[src/design/mcsp_pkg.sv]
// Shared types and constants for the mesh chunk stream parser.
package mcsp_pkg;

    localparam int unsigned NAME_LIMIT_DEF = 20;

    localparam logic [15:0] ID_MAIN    = 16'h4d4d;
    localparam logic [15:0] ID_EDIT    = 16'h3d3d;
    localparam logic [15:0] ID_OBJECT  = 16'h4000;
    localparam logic [15:0] ID_TRIMESH = 16'h4100;
    localparam logic [15:0] ID_VERTS   = 16'h4110;
    localparam logic [15:0] ID_FACES   = 16'h4120;
    localparam logic [15:0] ID_MAPS    = 16'h4140;

    localparam logic [31:0] HDR_LEN = 32'd6;

    localparam logic [2:0] KIND_HEADER = 3'd0;
    localparam logic [2:0] KIND_NAME   = 3'd1;
    localparam logic [2:0] KIND_VERTEX = 3'd2;
    localparam logic [2:0] KIND_FACE   = 3'd3;
    localparam logic [2:0] KIND_MAP    = 3'd4;
    localparam logic [2:0] KIND_SHORT  = 3'd5;

    typedef struct packed {
        logic [2:0]  rec_kind;
        logic [15:0] chunk_code;
        logic [31:0] chunk_size;
        logic [15:0] item_index;
        logic [15:0] list_count;
        logic [31:0] word_a;
        logic [31:0] word_b;
        logic [31:0] word_c;
        logic        last_in_list;
    } rec_t;

endpackage

[src/design/mcsp_if.sv]
// Channel interfaces: file bytes in, parsed records out.
interface mcsp_byte_if;
    logic       valid;
    logic       ready;
    logic [7:0] data_byte;
    logic       first_byte;

    modport source (output valid, output data_byte, output first_byte, input ready);
    modport sink   (input valid, input data_byte, input first_byte, output ready);
endinterface

interface mcsp_rec_if;
    logic        valid;
    logic        ready;
    logic [2:0]  rec_kind;
    logic [15:0] chunk_code;
    logic [31:0] chunk_size;
    logic [15:0] item_index;
    logic [15:0] list_count;
    logic [31:0] word_a;
    logic [31:0] word_b;
    logic [31:0] word_c;
    logic        last_in_list;

    modport source (output valid, input ready, output rec_kind, output chunk_code,
                    output chunk_size, output item_index, output list_count,
                    output word_a, output word_b, output word_c, output last_in_list);
    modport sink   (input valid, output ready, input rec_kind, input chunk_code,
                    input chunk_size, input item_index, input list_count,
                    input word_a, input word_b, input word_c, input last_in_list);
endinterface

[src/design/mesh_chunk_stream_parser.sv]
// Byte-serial 3DS chunk parser: one file byte per item in, decoded records out.
//
// stream carries one file byte per item; first_byte high restarts the parser
// and that same byte is the first byte of a chunk header. records carries at
// most one record per byte: a chunk header on the sixth header byte, a name
// character, a vertex, face or mapping element on the last byte of that
// element, or a short-length error.
// A byte that completes a record is registered into the output register, or
// into the skid entry when the output stalls. One byte is accepted every cycle
// while the skid entry is empty; parse state updates in one registered step.
// Records go through a two-entry output buffer (output register plus skid
// entry), so a byte is still taken in the cycle the receiver first stalls;
// stream.ready drops only while the skid entry is occupied.
// Reset clears the parse state to header reading and empties the buffer.
// There is no end-of-file marker: an unfinished chunk continues with the next
// bytes unless first_byte restarts the parse.
module mesh_chunk_stream_parser #(
    parameter int unsigned NAME_LIMIT = mcsp_pkg::NAME_LIMIT_DEF
) (
    input logic         clk,
    input logic         rst_n,
    mcsp_byte_if.sink   stream,
    mcsp_rec_if.source  records
);
    import mcsp_pkg::*;

    typedef enum logic [2:0] {
        PH_HEADER,
        PH_NAME,
        PH_COUNT,
        PH_VERT,
        PH_FACE,
        PH_MAP,
        PH_SKIP
    } phase_t;

    localparam logic [16:0] NAME_LIM = 17'(NAME_LIMIT);

    phase_t      phase_reg, phase_next;
    logic [3:0]  bpos_reg, bpos_next;
    logic [31:0] asm_reg [3];
    logic [31:0] asm_next [3];
    logic [15:0] code_reg, code_next;
    logic [31:0] size_reg, size_next;
    logic [15:0] total_reg, total_next;
    logic [15:0] lpos_reg, lpos_next;
    logic [31:0] skip_reg, skip_next;

    rec_t        main_reg, skid_reg, res;
    logic        main_valid_reg, skid_valid_reg;
    logic        res_fire;

    // working copies of the state after an optional restart
    phase_t      ph;
    logic [3:0]  bp;
    logic [31:0] aw [3];
    logic [15:0] code;
    logic [31:0] size;
    logic [15:0] total;
    logic [15:0] lpos;
    logic [31:0] skip;

    logic [7:0]  d;
    logic        acc, pop;
    logic        wr_en;
    logic [1:0]  widx;
    logic [4:0]  wsh;
    logic [3:0]  elen;
    logic [2:0]  ekind;
    logic [1:0]  hlane;

    assign d            = stream.data_byte;
    assign stream.ready = !skid_valid_reg;
    assign acc          = stream.valid && stream.ready;
    assign pop          = main_valid_reg && records.ready;

    always_comb
    begin
        ph    = phase_reg;
        bp    = bpos_reg;
        aw    = asm_reg;
        code  = code_reg;
        size  = size_reg;
        total = total_reg;
        lpos  = lpos_reg;
        skip  = skip_reg;
        if (stream.first_byte)
        begin
            ph    = PH_HEADER;
            bp    = '0;
            aw    = '{default: '0};
            code  = '0;
            size  = '0;
            total = '0;
            lpos  = '0;
            skip  = '0;
        end

        phase_next = ph;
        bpos_next  = bp;
        asm_next   = aw;
        code_next  = code;
        size_next  = size;
        total_next = total;
        lpos_next  = lpos;
        skip_next  = skip;

        res_fire = 1'b0;
        res      = '0;
        wr_en    = 1'b0;
        widx     = '0;
        wsh      = '0;
        elen     = 4'd8;
        ekind    = KIND_MAP;
        hlane    = 2'(bp - 4'd2);

        case (ph)
            PH_HEADER:
            begin
                case (bp)
                    4'd0:    code_next = {8'b0, d};
                    4'd1:    code_next = code | {d, 8'b0};
                    4'd2:    size_next = {24'b0, d};
                    default: size_next = size | ({24'b0, d} << {hlane, 3'b000});
                endcase
                if (bp == 4'd5)
                begin
                    bpos_next   = '0;
                    res_fire    = 1'b1;
                    res.rec_kind = KIND_HEADER;
                    if (code_next inside {ID_MAIN, ID_EDIT, ID_TRIMESH})
                        phase_next = PH_HEADER;
                    else if (code_next == ID_OBJECT)
                    begin
                        phase_next = PH_NAME;
                        lpos_next  = '0;
                    end
                    else if (code_next inside {ID_VERTS, ID_FACES, ID_MAPS})
                    begin
                        phase_next = PH_COUNT;
                        total_next = '0;
                    end
                    else if (size_next < HDR_LEN)
                    begin
                        phase_next   = PH_HEADER;
                        res.rec_kind = KIND_SHORT;
                    end
                    else
                    begin
                        skip_next  = size_next - HDR_LEN;
                        phase_next = (skip_next != '0) ? PH_SKIP : PH_HEADER;
                    end
                end
                else
                    bpos_next = bp + 4'd1;
            end

            PH_NAME:
            begin
                res_fire          = 1'b1;
                res.rec_kind      = KIND_NAME;
                res.item_index    = lpos;
                res.word_a        = {24'b0, d};
                res.last_in_list  = (d == 8'd0) || ({1'b0, lpos} + 17'd1 >= NAME_LIM);
                if (res.last_in_list)
                    phase_next = PH_HEADER;
                else
                    lpos_next = lpos + 16'd1;
            end

            PH_COUNT:
            begin
                if (bp == 4'd0)
                begin
                    total_next = {8'b0, d};
                    bpos_next  = 4'd1;
                end
                else
                begin
                    total_next = total | {d, 8'b0};
                    bpos_next  = '0;
                    lpos_next  = '0;
                    asm_next   = '{default: '0};
                    if (total_next == '0)
                        phase_next = PH_HEADER;
                    else if (code == ID_VERTS)
                        phase_next = PH_VERT;
                    else if (code == ID_FACES)
                        phase_next = PH_FACE;
                    else
                        phase_next = PH_MAP;
                end
            end

            PH_VERT, PH_FACE, PH_MAP:
            begin
                if (ph == PH_FACE)
                begin
                    // three 16-bit indices, then the flags word is dropped
                    ekind = KIND_FACE;
                    wr_en = bp < 4'd6;
                    widx  = bp[2:1];
                    wsh   = {1'b0, bp[0], 3'b000};
                end
                else if (ph == PH_VERT)
                begin
                    elen  = 4'd12;
                    ekind = KIND_VERTEX;
                    wr_en = bp < 4'd12;
                    widx  = bp[3:2];
                    wsh   = {bp[1:0], 3'b000};
                end
                else
                begin
                    wr_en = bp < 4'd8;
                    widx  = {1'b0, bp[2]};
                    wsh   = {bp[1:0], 3'b000};
                end
                for (int w = 0; w < 3; w++)
                begin
                    if (wr_en && widx == 2'(w))
                        asm_next[w] = aw[w] | ({24'b0, d} << wsh);
                end
                bpos_next = bp + 4'd1;
                if (bpos_next == elen)
                begin
                    res_fire         = 1'b1;
                    res.rec_kind     = ekind;
                    res.item_index   = lpos;
                    res.list_count   = total;
                    res.word_a       = asm_next[0];
                    res.word_b       = asm_next[1];
                    res.word_c       = asm_next[2];
                    res.last_in_list = ({1'b0, lpos} + 17'd1) == {1'b0, total};
                    asm_next         = '{default: '0};
                    bpos_next        = '0;
                    lpos_next        = lpos + 16'd1;
                    if (lpos_next == total)
                        phase_next = PH_HEADER;
                end
            end

            PH_SKIP:
            begin
                if (skip != '0)
                    skip_next = skip - 32'd1;
                if (skip_next == '0)
                    phase_next = PH_HEADER;
            end

            default:
            begin
                phase_next = PH_HEADER;
                bpos_next  = '0;
            end
        endcase

        res.chunk_code = code_next;
        res.chunk_size = size_next;
    end

    always_ff @(posedge clk or negedge rst_n)
    begin
        if (!rst_n)
        begin
            phase_reg      <= PH_HEADER;
            bpos_reg       <= '0;
            asm_reg        <= '{default: '0};
            code_reg       <= '0;
            size_reg       <= '0;
            total_reg      <= '0;
            lpos_reg       <= '0;
            skip_reg       <= '0;
            main_valid_reg <= 1'b0;
            skid_valid_reg <= 1'b0;
            main_reg       <= '0;
            skid_reg       <= '0;
        end
        else
        begin
            if (acc)
            begin
                phase_reg <= phase_next;
                bpos_reg  <= bpos_next;
                asm_reg   <= asm_next;
                code_reg  <= code_next;
                size_reg  <= size_next;
                total_reg <= total_next;
                lpos_reg  <= lpos_next;
                skip_reg  <= skip_next;
            end

            // two-entry output buffer; the skid entry only fills under a stall
            if (!main_valid_reg || pop)
            begin
                if (skid_valid_reg)
                begin
                    main_reg       <= skid_reg;
                    main_valid_reg <= 1'b1;
                    skid_valid_reg <= 1'b0;
                end
                else
                begin
                    main_reg       <= res;
                    main_valid_reg <= acc && res_fire;
                end
            end
            else if (acc && res_fire)
            begin
                skid_reg       <= res;
                skid_valid_reg <= 1'b1;
            end
        end
    end

    assign records.valid        = main_valid_reg;
    assign records.rec_kind     = main_reg.rec_kind;
    assign records.chunk_code   = main_reg.chunk_code;
    assign records.chunk_size   = main_reg.chunk_size;
    assign records.item_index   = main_reg.item_index;
    assign records.list_count   = main_reg.list_count;
    assign records.word_a       = main_reg.word_a;
    assign records.word_b       = main_reg.word_b;
    assign records.word_c       = main_reg.word_c;
    assign records.last_in_list = main_reg.last_in_list;

    a_skid_behind_main: assert property (@(posedge clk) disable iff (!rst_n)
        skid_valid_reg |-> main_valid_reg)
        else $error("skid entry holds an item while the output register is empty");

    a_skid_only_on_stall: assert property (@(posedge clk) disable iff (!rst_n)
        $rose(skid_valid_reg) |-> $past(main_valid_reg && !records.ready))
        else $error("skid entry filled without a stalled output");

    a_skip_nonzero: assert property (@(posedge clk) disable iff (!rst_n)
        phase_reg == PH_SKIP |-> skip_reg != '0)
        else $error("skip phase with nothing left to skip");

    a_bpos_range: assert property (@(posedge clk) disable iff (!rst_n)
        (phase_reg == PH_HEADER && bpos_reg < 4'd6) ||
        (phase_reg == PH_COUNT && bpos_reg < 4'd2) ||
        (phase_reg == PH_VERT && bpos_reg < 4'd12) ||
        ((phase_reg == PH_FACE || phase_reg == PH_MAP) && bpos_reg < 4'd8) ||
        phase_reg == PH_NAME || phase_reg == PH_SKIP)
        else $error("byte position out of range for the parse phase");

    a_list_in_range: assert property (@(posedge clk) disable iff (!rst_n)
        (phase_reg == PH_VERT || phase_reg == PH_FACE || phase_reg == PH_MAP)
            |-> lpos_reg < total_reg)
        else $error("list position past the declared count");

endmodule

[src/flat_wrapper.sv]
// flat-port wrapper written by rule: the top's interface ports become plain ports
module mesh_chunk_stream_parser_flat import mcsp_pkg::*;
#(
    parameter int unsigned NAME_LIMIT = mcsp_pkg::NAME_LIMIT_DEF
)
  (clk, rst_n, stream_valid, stream_data_byte, stream_first_byte, stream_ready, records_valid, records_ready, records_rec_kind, records_chunk_code, records_chunk_size, records_item_index, records_list_count, records_word_a, records_word_b, records_word_c, records_last_in_list);
  mcsp_byte_if stream_i ();
  mcsp_rec_if records_i ();
  input logic clk;
  input logic rst_n;
  input wire logic [$bits(stream_i.valid)-1:0] stream_valid;
  input wire logic [$bits(stream_i.data_byte)-1:0] stream_data_byte;
  input wire logic [$bits(stream_i.first_byte)-1:0] stream_first_byte;
  output wire logic [$bits(stream_i.ready)-1:0] stream_ready;
  output wire logic [$bits(records_i.valid)-1:0] records_valid;
  input wire logic [$bits(records_i.ready)-1:0] records_ready;
  output wire logic [$bits(records_i.rec_kind)-1:0] records_rec_kind;
  output wire logic [$bits(records_i.chunk_code)-1:0] records_chunk_code;
  output wire logic [$bits(records_i.chunk_size)-1:0] records_chunk_size;
  output wire logic [$bits(records_i.item_index)-1:0] records_item_index;
  output wire logic [$bits(records_i.list_count)-1:0] records_list_count;
  output wire logic [$bits(records_i.word_a)-1:0] records_word_a;
  output wire logic [$bits(records_i.word_b)-1:0] records_word_b;
  output wire logic [$bits(records_i.word_c)-1:0] records_word_c;
  output wire logic [$bits(records_i.last_in_list)-1:0] records_last_in_list;
  assign stream_i.valid = stream_valid;
  assign stream_i.data_byte = stream_data_byte;
  assign stream_i.first_byte = stream_first_byte;
  assign stream_ready = stream_i.ready;
  assign records_valid = records_i.valid;
  assign records_i.ready = records_ready;
  assign records_rec_kind = records_i.rec_kind;
  assign records_chunk_code = records_i.chunk_code;
  assign records_chunk_size = records_i.chunk_size;
  assign records_item_index = records_i.item_index;
  assign records_list_count = records_i.list_count;
  assign records_word_a = records_i.word_a;
  assign records_word_b = records_i.word_b;
  assign records_word_c = records_i.word_c;
  assign records_last_in_list = records_i.last_in_list;
  mesh_chunk_stream_parser #(.NAME_LIMIT(NAME_LIMIT)) u_core (.clk(clk), .rst_n(rst_n), .stream(stream_i), .records(records_i));
endmodule
[config.mk]
export PLATFORM = sky130hd
export DESIGN_NAME = mesh_chunk_stream_parser_flat
export DESIGN_NICKNAME = d
export VERILOG_FILES = /design/src/design/mcsp_pkg.sv /design/src/design/mcsp_if.sv /design/src/design/mesh_chunk_stream_parser.sv /design/src/flat_wrapper.sv
export SDC_FILE = /design/constraint.sdc
export NUM_CORES = 2
export LEC_CHECK = 0
export ABC_AREA = 1
export BUFFER_PORTS_ARGS = -buffer_cell sky130_fd_sc_hd__buf_2
export CORE_UTILIZATION = 47
export DETAILED_ROUTE_END_ITERATION = 16
export MAX_ROUTING_LAYER = met4
export PLACE_DENSITY = 0.72
export SETUP_SLACK_MARGIN = 0.4
export SYNTH_ARGS = -nofsm -noshare
export SYNTH_HDL_FRONTEND = slang
export SYNTH_SLANG_ARGS = --single-unit
[constraint.sdc]
create_clock -name clk -period 6.3 [get_ports clk]
set_clock_uncertainty 0.05 [all_clocks]
set_input_delay 0.63 -clock clk [delete_from_list [all_inputs] [get_ports clk]]
set_output_delay 0.63 -clock clk [all_outputs]
set_load 0.01 [all_outputs]
==> results.py <==
metrics = {
    "floorplanning": {
        "dieArea_um2": 70590,
        "dieWidth_um": 265.7,
        "start_util_pct": 47.56,
        "rows": 96,
        "ioPinCount": 195,
        "core_um2": 68710,
        "dieHeight_um": 265.7,
    },
    "drt": {
        "via_per_inst": 5.682,
        "dr_total_vias": 32310,
        "drt_wl_total_um": 112900,
        "drt_first_iter_violations": 3685,
        "postRouteAntennaNets": 0,
        "drtPass1Iterations": 6,
        "wl_per_cell_um": 19.86,
        "drc_errors": 0,
    },
    "clock_network": {
        "path_clk_slew_ps": 60,
        "htreeDepth": 3,
        "cts_setup_buffers": 0,
        "tritoncts": "yes",
        "cts_sinks": 577,
        "cts_buffer_depth": 3,
        "clock-root-buffer": "clkbuf_16",
        "clock_latency_ps": 630,
        "numCtsBuffers": 66,
    },
    "critical_path": {
        "rr_endpoint": "u_core.phase_reg[1]",
        "critical_path.max_fanout": 63,
        "crit_type": "in2reg",
        "cp.required_ps": 6750,
        "r2r_slack_ps": 1760,
        "worstPathArrival_ps": 5050,
        "timing.rr.start": "u_core.bpos_reg[1]",
        "reg2reg_depth": 25,
        "worst_setup_path_end_kind": "flop",
        "cp-start-kind": "input pin",
    },
    "timing": {
        "hold_viol_final": 0,
        "rsz0062_at_grt": "false",
        "max_slew_margin_pct": 22.62,
        "setup_tns_ps": 0,
        "timing.fmax_mhz": 217.7,
        "finalCritPeriodShare_pct": 72.93,
        "fin_crit_ps": 4594,
        "setup_violations": 0,
        "tightest_slew_ps": 1159,
        "slew_viol_final": 0,
    },
    "synthesis": {
        "yosys.area.top_type_share_pct": 44.19,
        "ys.warnings.count": 0,
        "synth-simple-area-share_pct": 28.19,
        "synth_compound_area_share_pct": 18.02,
        "yosysSeqAreaShare_pct": 44.19,
        "synthCells": 4668,
        "synthAdderAreaFrac_pct": 0.2297,
        "yosys_register_bits": 577,
        "synthMuxAreaShare_pct": 0,
        "synth-xor-area-share_pct": 0.9687,
        "syn_avg_cell_area_um2": 7.000,
        "synthArstFlopShare_pct": 100.0,
        "yosysMostFrequentCell": "nand2_1",
        "synth.distinct_cells": 56,
        "synth_largest_area_cell": "dfrtp_1",
        "synth_common_cells": "1,382 x nand2_1, 598 x o21ai_0, 577 x dfrtp_1",
        "synth_edf_count": 0,
        "synth_ff_type": "dfrtp_1",
        "synth_area_um2": 32680,
        "synth_top_family_by_area": "simple AND/OR/NAND/NOR gates",
        "syn-num-nets": 4687,
        "synth_area_leaders": "dfrtp_1 44%, nand2_1 16%, o21ai_0 9.2%, nor2_1 6.2%, inv_1 4.4%",
    },
    "placement": {
        "postPlaceCellArea_um2": 34200,
        "dp_hpwl_um": 76310,
        "portBuffers": 194,
        "gp_congestion": 1.038,
    },
    "global_route": {
        "grt_pass1_vias": 30200,
        "overflow": 0,
        "grt_pass1_wl_um": 176300,
        "grt_start_max_net_pins": 155,
        "grt_usage_pct": 32.75,
        "antenna_found_initial": 3,
    },
    "power": {
        "powerDensity_nw_per_um2": 280.1,
        "leakage_nw": 18.20,
        "vdd_ir_drop_max_mv": 0.2330,
        "fin_total_pwr_mw": 10.21,
    },
    "worst_hold_path": {
        "hold_path_class": "in2reg",
        "hold_path_startpoint": "stream_valid",
        "hold_depth": 3,
        "worstHoldEndpoint": "u_core.records.valid",
    },
    "layout": {
        "post-route-cell-area_um2": 36460,
        "syn2layout_area_growth_pct": 11.58,
        "drive_gt1_share_pct": 9.531,
        "largest_register_ff_count": 180,
        "fin_nets": 4722,
    },
    "status": {
        "outcome": "finished, final reports clean",
    },
    "flow_run": {
        "drv_cap": 0,
    },
}
layout by cell type, fill, tap and decap left out, types with 6 or more instances in the layout:
cell and count:
clkbuf_8 17, nor3_1 51, inv_2 32, a211oi_1 18
o311ai_0 7, nor2_4 6, o221ai_1 13, clkinv_2 10
o21ai_0 598, a21oi_1 217, buf_2 192, clkbuf_1 11
inv_1 380, buf_4 40, a22oi_1 40, xor2_1 30
nor3_2 7, dfrtp_1 576, buf_12 8, nand2_1 1381
a31oi_1 27, o21ai_1 45, nand3_1 200, nor2_1 539
o31ai_1 21, nor2_2 23, nand2_2 19, o22ai_1 34
nand3b_1 11, nand4_1 28, o211ai_1 23, ha_1 6
clkbuf_16 67, a221oi_1 6
power breakdown:
part	total (mW)	internal (mW)	switching [mW]
registers	4.03	3.91	0.120
logic	2.15	0.555	1.59
clock network	4.04	2.37	1.66
total	10.2	6.84	3.37
per-layer routing:
layer	track usage, %	vias up	wire length [um]
li1	-	15240	-
met1	44.01	15380	48040
met2	48.57	1409	50340
met3	6.388	283	9629
met4	13.25	0	4920
met5	-	-	0
worst max-delay path by stage:
stage,startpoint,end,slack [ps]
2_1_floorplan,stream_first_byte,u_core.lpos_reg[13],1970
3_3_place_gp,stream_first_byte,u_core.phase_reg[2],1270
3_5_place_dp,stream_first_byte,u_core.phase_reg[2],1280
4_1_cts,u_core.bpos_reg[1],u_core.phase_reg[1],1870
5_1_grt,u_core.bpos_reg[1],u_core.phase_reg[1],1180
6_report,stream_first_byte,u_core.phase_reg[2],1710
stage by stage:
stage | setup slack (ps) | hold WS (ps) | instances | utilization (%)
2_1_floorplan | 1971 | 284.4 | 4668 | -
3_3_place_gp | 1267 | 406.2 | 5565 | 49.77
3_5_place_dp | 1276 | 409.6 | 5565 | 49.77
4_1_cts | 1874 | 293.3 | 5684 | 53.06
5_1_grt | 1177 | 336.2 | 5687 | 53.07
6_report | 1706 | 324.6 | 5687 | 53.07
worst max-delay path: stages:
cell and delay (ps):
buf_4 240, buf_4 610, nor2_1 150, inv_1 170
ha_1 240, nand2_1 120, nand3b_1 280, nor2_2 250
nand2_1 190, inv_2 120, nand2_2 90, inv_2 70
nand2_2 300, nand3_1 250, nand2_1 70, nor2_1 170
nand2_1 120, nor2_1 160, nand2_1 140, nand2_1 140
nand2_1 70, nor2_1 210, nand2_1 80, nand2_1 60
nand2_1 60
what timing repair did:
action,4_1_cts,5_1_grt
endpoints found under the hold margin,3,0
hold buffers,1,0
resized for setup,0,0
cells by family after synthesis:
family	Yosys count
simple gates	2283
compound gates	1072
buf+inv	697
flops	577
xor+xnor	33
fa+ha+maj	6
cell type report:
class                   count  area, um^2
fillers                  6759       32240
multi-input cells        3394       15550
flip-flops and latches    577       14440
clock buffers              95        1952
inverters                 422        1604
repair buffers            242        1446
well taps                 931        1165
clock inverters            23       296.5
diodes                      3       7.507
(Power assumes the default switching activity.)
